### src/rtl/mcg_pkg.sv
`default_nettype none

package mcg_pkg;

   localparam int MAX_LEN = 64;
   localparam int MAX_SET = 256;

   localparam int POS_W    = $clog2(MAX_LEN);
   localparam int SLOT_W   = $clog2(MAX_SET);
   localparam int TAB_AW   = POS_W + SLOT_W;
   localparam int SIZE_W   = 9;
   localparam int CHAR_W   = 8;
   localparam int IDX_W    = 64;
   localparam int LEN_W    = 7;
   localparam int OPC_W    = 2;

   localparam int DIV_STEPS  = 8;
   localparam int DIV_CYCLES = IDX_W / DIV_STEPS;
   localparam int DIV_CNT_W  = $clog2(DIV_CYCLES);

   typedef enum logic [OPC_W-1:0] {
      OP_WRITE_CHAR = 2'd0,
      OP_SET_SIZE   = 2'd1,
      OP_GENERATE   = 2'd2,
      OP_COUNT      = 2'd3
   } mcg_op_type;

   typedef enum logic [2:0] {
      ST_IDLE,
      ST_DIV,
      ST_TAB,
      ST_EMIT,
      ST_CNT_MUL,
      ST_CNT_RD,
      ST_CNT_EMIT
   } mcg_state_type;

   typedef struct packed {
      logic wr_char;
      logic wr_size;
      logic load;
      logic div_step;
      logic tab_read;
      logic emit_char;
      logic cnt_mul;
      logic cnt_read;
      logic emit_cnt;
   } mcg_cmd_type;

   typedef struct packed {
      logic last_pos;
      logic out_free;
   } mcg_stat_type;

endpackage

`default_nettype wire

### src/rtl/mcg_ctrl.sv
`default_nettype none

module mcg_ctrl (
   input  wire                       clock,
   input  wire                       reset,
   input  wire                       req_tvalid,
   output logic                      req_tready,
   input  wire  [1:0]                req_opcode,
   input  mcg_pkg::mcg_stat_type     stat,
   output mcg_pkg::mcg_cmd_type      cmd
);
   import mcg_pkg::*;

   localparam logic [DIV_CNT_W-1:0] DIV_LAST = DIV_CNT_W'(DIV_CYCLES - 1);

   mcg_state_type          state_ff, state_in;
   logic [DIV_CNT_W-1:0]   div_cnt_ff, div_cnt_in;
   mcg_op_type             opcode;

   assign opcode = mcg_op_type'(req_opcode);

   always_ff @(posedge clock) begin
      if (reset) begin
         state_ff   <= ST_IDLE;
         div_cnt_ff <= '0;
      end else begin
         state_ff   <= state_in;
         div_cnt_ff <= div_cnt_in;
      end
   end

   always_comb begin
      state_in = state_ff;
      unique case (state_ff)
         ST_IDLE: begin
            if (req_tvalid) begin
               unique case (opcode)
                  OP_GENERATE:                state_in = ST_DIV;
                  OP_COUNT:                   state_in = ST_CNT_MUL;
                  OP_WRITE_CHAR, OP_SET_SIZE: state_in = ST_IDLE;
                  default:                    state_in = ST_IDLE;
               endcase
            end
         end
         ST_DIV: begin
            if (div_cnt_ff == DIV_LAST) state_in = ST_TAB;
         end
         ST_TAB:  state_in = ST_EMIT;
         ST_EMIT: begin
            if (stat.out_free) state_in = stat.last_pos ? ST_IDLE : ST_DIV;
         end
         ST_CNT_MUL: state_in = stat.last_pos ? ST_CNT_EMIT : ST_CNT_RD;
         ST_CNT_RD:  state_in = ST_CNT_MUL;
         ST_CNT_EMIT: begin
            if (stat.out_free) state_in = ST_IDLE;
         end
         default: state_in = ST_IDLE;
      endcase
   end

   always_comb begin
      div_cnt_in = '0;
      if (state_ff == ST_DIV) div_cnt_in = div_cnt_ff + DIV_CNT_W'(1);
   end

   always_comb begin
      cmd        = '0;
      req_tready = 1'b0;
      unique case (state_ff)
         ST_IDLE: begin
            req_tready = 1'b1;
            if (req_tvalid) begin
               unique case (opcode)
                  OP_WRITE_CHAR:         cmd.wr_char = 1'b1;
                  OP_SET_SIZE:           cmd.wr_size = 1'b1;
                  OP_GENERATE, OP_COUNT: cmd.load    = 1'b1;
                  default:               cmd         = '0;
               endcase
            end
         end
         ST_DIV:      cmd.div_step  = 1'b1;
         ST_TAB:      cmd.tab_read  = 1'b1;
         ST_EMIT:     cmd.emit_char = stat.out_free;
         ST_CNT_MUL:  cmd.cnt_mul   = 1'b1;
         ST_CNT_RD:   cmd.cnt_read  = 1'b1;
         ST_CNT_EMIT: cmd.emit_cnt  = stat.out_free;
         default:     cmd           = '0;
      endcase
   end

endmodule

`default_nettype wire

### config.mk
export PLATFORM = sky130hd
export DESIGN_NAME = mcg_ctrl
export DESIGN_NICKNAME = d
export VERILOG_FILES = /design/src/rtl/mcg_pkg.sv /design/src/rtl/mcg_ctrl.sv
export SDC_FILE = /design/constraint.sdc
export NUM_CORES = 1
export LEC_CHECK = 0
export BUFFER_PORTS_ARGS = -buffer_cell sky130_fd_sc_hd__buf_2
export CAP_MARGIN = 30
export CORE_AREA = 2 2 39 41
export CTS_CLUSTER_SIZE = 20
export DETAILED_ROUTE_END_ITERATION = 8
export DIE_AREA = 0 0 41 43
export PLACE_DENSITY_LB_ADDON = 0.1
export SLEW_MARGIN = 20
export SYNTH_ARGS = -nofsm -noshare
export SYNTH_HDL_FRONTEND = slang
export SYNTH_SLANG_ARGS = --single-unit
### constraint.sdc
create_clock -name clock -period 2.4 [get_ports clock]
set_input_delay 0.24 -clock clock [delete_from_list [all_inputs] [get_ports clock]]
set_output_delay 0.24 -clock clock [all_outputs]
set_load 0.03 [all_outputs]
==> After elaboration in Yosys (flattened, before gate mapping) <==
Index checks and enable logic that the tools add are counted.
{ "word_totals": {"out_inout_bits": 10, "ram_bits": 0, "memories": 0, "elab_cells": 44, "register_bits": 6, "romBits": 0, "latch_bits": 0, "input_bits": 7} }
{ "classes": {"muxes": 20, "n_div": 0, "n_eq_ne": 14, "n_lt_le_gt_ge": 0, "n_mul": 0, "n_bitwise": 1, "n_addsub": 1, "shift": 0, "n_reduce_logical": 6} }
{ "op_table": {"columns": ["op", "n"], "rows": [
  ["3-bit one-hot mux with 7 select lines", 1],
  ["3-bit two-way mux", 5],
  ["3-bit == test (second input constant)", 4],
  ["1-bit one-hot mux with 2 select lines", 6],
  ["9-bit two-way mux", 1],
  ["3-bit one-hot mux with 3 select lines", 1],
  ["2-bit inequality test (second input constant)", 4],
  ["3-bit by 2-bit == test with 1-bit output (second input constant)", 2],
  ["2-bit OR reduction", 3],
  ["1-bit two-way mux", 5],
  ["2-bit == test (second input constant)", 2],
  ["4-bit AND reduction", 1],
  ["3-bit by 1-bit adder with 3-bit output (second input constant)", 1],
  ["3-bit by 1-bit == test with 1-bit output (second input constant)", 1],
  ["3-bit logical NOT", 1],
  ["2-bit by 1-bit == test with 1-bit output (second input constant)", 1],
  ["2-bit logical NOT", 1],
  ["2-bit two-way mux", 1],
  ["1-bit inverter", 1]
]} }

==> Longest topological paths before layout <==
Gate-level depths: netlist of the first run.
{ "depth": {"ltp_word": 5, "ltp_mapped": 6, "ltp_nobuf": 6} }

==> Worst setup path after synthesis of the first run <==
No wires, ideal clock.
{ "synth_timing": {"path_kind": "register -> output", "start": "register state_ff[1]", "end": "output port cmd[7] (netlist name)", "slack_ps": 258, "t_required_ps": 2160, "t_arrival_ps": 1902, "stages_incl_launch_ff": 5, "path_buffers": 1, "path_cell_list": "dfxtp_1 buf_6 nor3_2 nand2_1 nor3b_1"} }
{ "synth_rtl": {"columns": ["item", "line", "text"], "rows": [
  ["from (decl)", "mcg_ctrl.sv:16", "mcg_state_type state_ff, state_in;"],
  ["from (signal assigned)", "mcg_ctrl.sv:27", "state_ff <= state_in;"],
  ["to (decl)", "mcg_ctrl.sv:10", "output mcg_pkg::mcg_cmd_type cmd"]
]} }

==> reports/metrics.yaml, run 1 <==
dp_hpwl_microns: 717
netlist.area_leader.share_pct: 26.8
num_antenna_cells: 0
cp-startpoint: "state_ff[0]"
post-route-drc-count: 0
vias: 431
start_util_pct: 32.4
dr.pass1.iters: 3
fin_skew_ps: 7.46
setup_viol: 0
status: "finished clean"
grt_pass1_wl_mm: 1.65
antenna_left: 0
cts_root_buf: "clkbuf_4"
drive_above_1_share_pct: 32.4
dpl.cell_count: 84
syn-num-nets: 64
cp.arrival_ps: 1540
r2r_start: "div_cnt_ff[0]"
grt_max_degree: 16
slew_viol_final: 0
cp_max_fo: 15
worstPathRequired_ps: 2160
comb_power_share_pct: 43.5
setup_tns_ps: 0
cts_sinks: 6
slew_headroom_pct: 66.3
clk_pin_slew_worst_paths_ps: 50
syn_inst: 55
p_per_area_mw_per_mm2: 788
routedWlPerCell_microns: 11.1
rrSetupSlack_ps: 860
post_cts_resized: 0
p_int_uw: 248
p_switching_uw: 185
crit_end: "cmd[7]"
htreeDepth: 1
io_buffers: 16
rsz0062_at_grt: "false"
peakVddDrop_uv: 324
ys_types: 30
synth_seq_area_share_pct: 26.8
p_clk_share_pct: 21.4
grt_usage_pct: 14.3
maxCapViolCount: 0
drt-initial-drc-count: 8
rows: 14
synth_edf_count: 0
swShare_pct: 42.7
core-area_sq_mm: 0.00138
synth_top_area_cell: "dfxtp_1"
cts-buffers-inserted: 3
synthToLayoutAreaGrowth_pct: 22.6
yosys_warnings: 0
hold_viol: 0
start_kind: "register"
synth_common_cells: "dfxtp_1, nand2_1, nor2_1, nor2b_1, nand3b_1"
die_h_microns: 43
grt_pass1_vias: 399
p_leak_uw: 0.000276
r2r_end: "state_ff[1]"
hold_ws_ps: 223
syn_area_sq_um: 448
hold_path.class: "primary input to register"
ys_ff_latch: 6
routed_via_density: 4.95
overflow: 0
place.gp.congestion: 0.643
worst_slew_pin_slew_ps: 505
ctsHoldBuffers: 0
worstSetupEndpointType: "primary output"
cts_setup_buffers: 0
reg2regPathDepth: 6
critical_path_class: "register to primary output"
fmax_ghz: 0.560
utilization_pct: 39.7
nets: 82
clk_path_buf_depth: 2
p_seq_share_pct: 35.1
synth.avg_cell_area_sq_um: 8.14
ios: 17
synth_flop_cell: "dfxtp_1"
async_reset_ff_share_pct: 0
die_w_microns: 41
drt_wl_total_microns: 965
finalNonFillerCells: 87
cts_tree: "built"
synth.area.top_cells: "dfxtp_1, ha_1, nor2b_1"
insertion_delay_ps: 250
fin_crit_ps: 1780
antenna_found_initial: 0
min_period_over_period_pct: 74.4
fp.dieArea_sq_mm: 0.00176
power by group through the flow:
stage               Combinational [uW]  Clock (uW)  Sequential [uW]
finish                             189        92.6              152
global route                       208         106              158
CTS                                191        98.7              153
detailed placement                 191           0              154
global placement                   191           0              154
floorplan                          176           0              127
sequential cells by signal, summed over array words and instances (netlist names):
name / cells
div_cnt_ff: 3
state_ff: 3
how the worst min path moves through the flow:
stage	from	to	slack, ps	cells after the start
5_1_grt	reset	state_ff[1]	230	2
3_3_place_gp	div_cnt_ff[0]	div_cnt_ff[0]	420	1
4_1_cts	reset	state_ff[1]	210	2
2_1_floorplan	reset	state_ff[0]	310	1
6_report	reset	state_ff[1]	220	2
3_5_place_dp	div_cnt_ff[0]	div_cnt_ff[0]	420	1
cell type report:
| type | instances | area [sq um] |
|---|---|---|
| inverter | 1 | 3.75 |
| clock buffer | 3 | 22.5 |
| fill | 163 | 835 |
| sequential | 6 | 120 |
| timing repair buffer | 16 | 80.1 |
| tap | 16 | 20.0 |
| multi-input combinational | 45 | 303 |
stage by stage:
| stage | area (sq um) | worst slack [ps] | power [uW] |
|---|---|---|---|
| floorplan | 448 | 258 | 304 |
| finish | 549 | 615 | 433 |
| CTS | 549 | 578 | 443 |
| global placement | 527 | 865 | 345 |
| detailed placement | 527 | 850 | 345 |
| global route | 549 | 460 | 472 |
cell usage in the layout, fill, tap and decap left out, types with 2 or more instances in the layout:
cell / netlist / layout
a21oi_1: 2 / 2
and2_1: 2 / 2
buf_2: 2 / 16
clkbuf_4: 0 / 3
dfxtp_1: 6 / 6
ha_1: 2 / 2
nand2_1: 6 / 6
nand3b_1: 3 / 3
nor2_1: 5 / 5
nor2b_1: 4 / 4
nor3_1: 2 / 2
nor3b_1: 2 / 2
logic make-up after synthesis:
family | Yosys count | share of synthesized area [%]
AO/OA/AOI/OAI | 7 | 10.1
XOR/XNOR | 1 | 1.96
adder cells (fa/ha/maj) | 2 | 5.59
buffers and inverters | 4 | 5.59
flip-flops | 6 | 26.8
AND/OR/NAND/NOR | 35 | 50.0
metal layers:
metal | share of wire [%] | vias up | routed length (microns) | global-route usage (%)
met5 | 0 | - | 0 | 0
met4 | 1.2 | 0 | 12 | 8.00
met3 | 4.6 | 2 | 44 | 6.28
met2 | 47 | 8 | 458 | 20.3
met1 | 47 | 193 | 449 | 17.2
li1 | - | 228 | - | -
worst max-delay path, stage by stage, from the launching register on:
cell	delay (ps)
dfxtp_1	460
nor3_2	320
nand2_1	100
nor3b_1	190
buf_2	220
No activity file was read; power rests on OpenSTA's default activity.
==> run 2, diff against run 1 <==
==> constraint.sdc (replaced) <==
create_clock -name clock -period 1.73 [get_ports clock]
set_input_delay 0.173 -clock clock [delete_from_list [all_inputs] [get_ports clock]]
set_output_delay 0.173 -clock clock [all_outputs]
set_load 0.03 [all_outputs]
==> reports/metrics.yaml, run 2 (synthesis gave the netlist of run 1 again) <==
status: "finished clean"  # unchanged
layout_commonest_cell: "buf_2"  # unchanged
fin_crit_ps: 1570
drt-initial-drc-count: 8  # unchanged
crit_cells: 4  # unchanged
cts_tree: "built"  # unchanged
insertion_delay_ps: 240  # was 250 ps
die_h_microns: 43  # unchanged
grt_pass1_wl_mm: 1.54  # was 1.65 mm
power_uw: 623  # was 433 uW
rsz0062_at_grt: "false"  # unchanged
rrSetupSlack_ps: 180  # was 860 ps
core-area_sq_mm: 0.00138  # unchanged
setup_tns_ps: 0  # unchanged
io_buffers: 16  # unchanged
vias: 450  # was 431
cts_sinks: 6  # unchanged
clk_pin_slew_worst_paths_ps: 40  # was 50 ps
htreeDepth: 1  # unchanged
peakVddDrop_uv: 499  # was 324 uV
rows: 14  # unchanged
min_period_over_period_pct: 90.5
worst_slew_pin_slew_ps: 391  # was 505 ps
start_util_pct: 32.4  # unchanged
ios: 17  # unchanged
post-route-drc-count: 0  # unchanged
synthToLayoutAreaGrowth_pct: 29.9  # was 22.6%
critical_path_class: "register to primary output"  # unchanged
crit_chain: "nor3_4 -> nand2_1 -> nor3b_2 -> buf_2"  # was nor3_2 -> nand2_1 -> nor3b_1 -> buf_2
post_cts_resized: 0  # unchanged
fin_skew_ps: 4.21  # was 7.46 ps
grt_max_degree: 16  # unchanged
slowest_stage: "dfxtp_1"  # unchanged
slew_headroom_pct: 73.9  # was 66.3%
grt_pass1_vias: 369  # was 399
die_w_microns: 41  # unchanged
cts-buffers-inserted: 3  # unchanged
routed_via_density: 5.06  # was 4.95
fp.dieArea_sq_mm: 0.00176  # unchanged
antenna_left: 0  # unchanged
holdPathStages: 2  # unchanged
nets: 84  # was 82
hold_path.class: "primary input to register"  # unchanged
antenna_found_initial: 0  # unchanged
cp.arrival_ps: 1390  # was 1540 ps
slew_viol_final: 0  # unchanged
start_kind: "register"  # unchanged
fmax_ghz: 0.639
drive_above_1_share_pct: 38.4  # was 32.4%
reg2regPathDepth: 6  # unchanged
hold_viol: 0  # unchanged
num_antenna_cells: 0  # unchanged
cts_setup_buffers: 0  # unchanged
setup_viol: 0  # unchanged
dp_hpwl_microns: 748  # was 717 microns
clk_path_buf_depth: 2  # unchanged
worstSetupEndpointType: "primary output"  # unchanged
top_regs: "div_cnt_ff: 3 flops, state_ff: 3 flops"  # unchanged
cts_root_buf: "clkbuf_4"  # unchanged
ctsHoldBuffers: 0  # unchanged
p_per_area_mw_per_mm2: 1070  # was 788 mW/mm^2
layout_common_cells: "buf_2, nand2_1, nor2_1, dfxtp_1, nor2b_1"  # was buf_2, nand2_1, dfxtp_1
p_leak_uw: 0.000293  # was 0.000276 uW
place.gp.congestion: 0.683  # was 0.643
critPathMaxStageDelay_ps: 400  # was 460 ps
nFillCells: 156  # was 163
dr.pass1.iters: 5  # was 3
cp_max_fo: 8  # was 15
worstPathRequired_ps: 1560  # was 2160 ps
grt_usage_pct: 13.1  # was 14.3%
cp_top_family: "simple AND/OR/NAND/NOR gates"  # unchanged
routedWlPerCell_microns: 10.5  # was 11.1 microns
overflow: 0  # unchanged
worst-path-buf-inv: 1  # unchanged
maxCapViolCount: 0  # unchanged
drt_wl_total_microns: 934  # was 965 microns
==> run 2: worst paths after layout <==
| path | startpoint | to |
|---|---|---|
| min reg2reg | div_cnt_ff[0] | div_cnt_ff[0] |
| max reg2reg | div_cnt_ff[0] | state_ff[1] |
| max | state_ff[0] | cmd[7] |
| min | reset | state_ff[1] |
==> run 2: worst register-to-register path, cell delays in order (launching register included) <==
cell and delay [ps]:
dfxtp_1 300, ha_1 190, ha_1 190, or4b_1 510, nand4_2 100, a211o_1 100
a21oi_1 50
==> run 2: power by group <==
part	leakage (uW)	internal, uW	switching [uW]
clock network	0.0000138	78.1	45.8
logic	0.000230	128	171
registers	0.0000492	157	43.9
total	0.000293	363	260
==> run 2: through the flow <==
step | std cells | hold slack, ps | utilization (%) | setup WS (ps) | area [sq um]
CTS | 89 | 160 | 42.0 | 57.6 | 581
global route | 89 | 154 | 42.0 | 7.15 | 582
finish | 89 | 160 | 42.0 | 164 | 582
global placement | 86 | 415 | 40.3 | 192 | 558
detailed placement | 86 | 421 | 40.3 | 165 | 558
floorplan | 55 | 242 | - | 74.3 | 464
==> run 2: final cells by class <==
class	count	area, sq um	share of cell area (%)
repair buffers	18	95.1	16.3
clock buffers	3	22.5	3.87
flip-flops and latches	6	121	20.9
inverters	1	3.75	0.645
multi-input cells	45	319	54.8
well taps	16	20.0	3.44
==> run 2: metal layers <==
| layer | share of wire [%] | global-route usage, % | vias to the layer above |
|---|---|---|---|
| met2 | 47 | 18.8 | 17 |
| met1 | 44 | 16.0 | 199 |
| met3 | 8.2 | 7.85 | 0 |
| met5 | 0 | 0 | - |
| met4 | 0 | 4.00 | 0 |
| li1 | - | - | 234 |
==> run 3, diff against run 2 <==
==> constraint.sdc (replaced) <==
create_clock -name clock -period 1.73 [get_ports clock]
set_input_delay 0.173 -clock clock [delete_from_list [all_inputs] [get_ports clock]]
set_output_delay 0.173 -clock clock [all_outputs]
set_load 0.05 [all_outputs]
==> reports/metrics.yaml, run 3 (synthesis gave the netlist of run 1 again) <==
status: "finished clean"  # unchanged
grt_pass1_wl_mm: 1.68  # was 1.54 mm
nets: 83  # was 84
post_cts_resized: 0  # unchanged
clk_path_buf_depth: 2  # unchanged
synthToLayoutAreaGrowth_pct: 33.5  # was 29.9%
drt-initial-drc-count: 15  # was 8
core-area_sq_mm: 0.00138  # unchanged
top_regs: "div_cnt_ff: 3 flops, state_ff: 3 flops"  # unchanged
min_period_over_period_pct: 93.6  # was 90.5%
clk_pin_slew_worst_paths_ps: 40  # about the same
antenna_found_initial: 0  # unchanged
insertion_delay_ps: 240  # about the same
rows: 14  # unchanged
place.gp.congestion: 0.775  # was 0.683
worstSetupEndpointType: "primary output"  # unchanged
hold_viol: 0  # unchanged
grt.busiest_layer: "met2"  # unchanged
cts_root_buf: "clkbuf_4"  # unchanged
slew_headroom_pct: 80.8  # was 73.9%
final_area_sq_um: 598  # was 582 sq um
worstPathRequired_ps: 1560  # about the same
htreeDepth: 1  # unchanged
antenna_left: 0  # unchanged
hold_ws_ps: 161  # was 160 ps
layout_common_cells: "buf_2, nor2_1, nand2_1"  # was buf_2, nand2_1, nor2_1, dfxtp_1, nor2b_1
num_antenna_cells: 0  # unchanged
fp.dieArea_sq_mm: 0.00176  # unchanged
placed_area_sq_um: 572  # was 558 sq um
layout_commonest_cell: "buf_2"  # unchanged
peakVddDrop_uv: 462  # was 499 uV
r2r_end: "state_ff[1]"  # unchanged
die_h_microns: 43  # unchanged
io_buffers: 16  # unchanged
grt_pass1_vias: 398  # was 369
cp_max_fo: 15  # was 8
p_per_area_mw_per_mm2: 1150  # was 1070 mW/mm^2
hold_path.class: "primary input to register"  # unchanged
dp_slack_ps: 179  # was 165 ps
fin_crit_ps: 1620  # was 1570 ps
start_kind: "register"  # unchanged
overflow: 0  # unchanged
post-route-drc-count: 0  # unchanged
cts_sinks: 6  # unchanged
die_w_microns: 41  # unchanged
routedWlPerCell_microns: 11.4  # was 10.5 microns
drt_wl_total_mm: 1.00  # was 934 microns
reg2regPathDepth: 6  # unchanged
grt_usage_pct: 14.5  # was 13.1%
rrSetupSlack_ps: 180  # about the same
critical_path_class: "register to primary output"  # unchanged
ctsHoldBuffers: 0  # unchanged
ios: 17  # unchanged
holdPathStages: 2  # unchanged
worst_slew_pin_slew_ps: 288  # was 391 ps
dr.pass1.iters: 4  # was 5
fmax_ghz: 0.617  # was 0.639 GHz
r2r_start: "div_cnt_ff[0]"  # unchanged
routed_via_density: 5.09  # was 5.06
dp_hpwl_microns: 750  # was 748 microns
cts-buffers-inserted: 3  # unchanged
cts_setup_buffers: 0  # unchanged
hold_end: "state_ff[1]"  # unchanged
grt_max_degree: 16  # unchanged
layout_setup_ws_ps: 110  # was 164 ps
setup_viol: 0  # unchanged
met2_usage_pct: 20.6  # was 18.8%
start_util_pct: 32.4  # unchanged
rsz0062_at_grt: "false"  # unchanged
cp.arrival_ps: 1450  # was 1390 ps
p_leak_uw: 0.000294  # was 0.000293 uW
vias: 448  # was 450
worstHoldStart: "reset"  # unchanged
maxCapViolCount: 0  # unchanged
slew_viol_final: 0  # unchanged
drive_above_1_share_pct: 41.7  # was 38.4%
use_met3_pct: 4.71  # was 7.85%
gr-usage-met1_pct: 17.6  # was 16.0%
cts_tree: "built"  # unchanged
fin_skew_ps: 5.63  # was 4.21 ps
[run 3: cell count changes in the layout (fill, tap and decap cells not counted), sizes merged]
cell    before  now
clkbuf       3    4
buf         18   16
[run 3: per-stage QoR]
stage,setup TNS [ps],power (uW),util (%),std cells
floorplan,-225,504,-,55
global placement,0,567,41.3,85
detailed placement,0,564,41.3,85
CTS,0,698,42.9,88
global route,0,742,43.2,88
finish,0,687,43.2,88
[run 3: final cells by class]
| class | count | area, sq um |
|---|---|---|
| Tap cell | 16 | 20.0 |
| Inverter | 1 | 3.75 |
| Fill cell | 153 | 786 |
| Timing Repair Buffer | 17 | 90.1 |
| Clock buffer | 3 | 22.5 |
| Sequential cell | 6 | 123 |
| Multi-Input combinational cell | 45 | 339 |
[run 3: worst max path at each step]
stage                        startpoint  slack (ps)          end  depth (start not counted)
after floorplan             state_ff[2]        -130       cmd[7]                          4
after global placement    div_cnt_ff[0]         190  state_ff[1]                          6
after detailed placement  div_cnt_ff[0]         180  state_ff[1]                          6
after CTS                   state_ff[1]           3       cmd[4]                          3
after global routing        state_ff[2]           6       cmd[7]                          4
final                       state_ff[2]         110       cmd[8]                          4
[run 3: per-layer routing]
metal,up-vias,wire length (microns)
li1,232,-
met1,207,465
met2,7,486
met3,2,39
met4,0,8
met5,-,0
[run 3: critical path, stage by stage (launching register included)]
cell and delay [ps]:
dfxtp_2 400, nor3_4 240, nand2_2 120, nor3_4 160, buf_2 280
[run 3: power by group]
group,leakage (uW),total [uW],switching [uW],internal (uW)
combinational,0.000231,363,233,130
sequential,0.0000496,201,42.6,158
clock,0.0000138,124,45.9,78.2
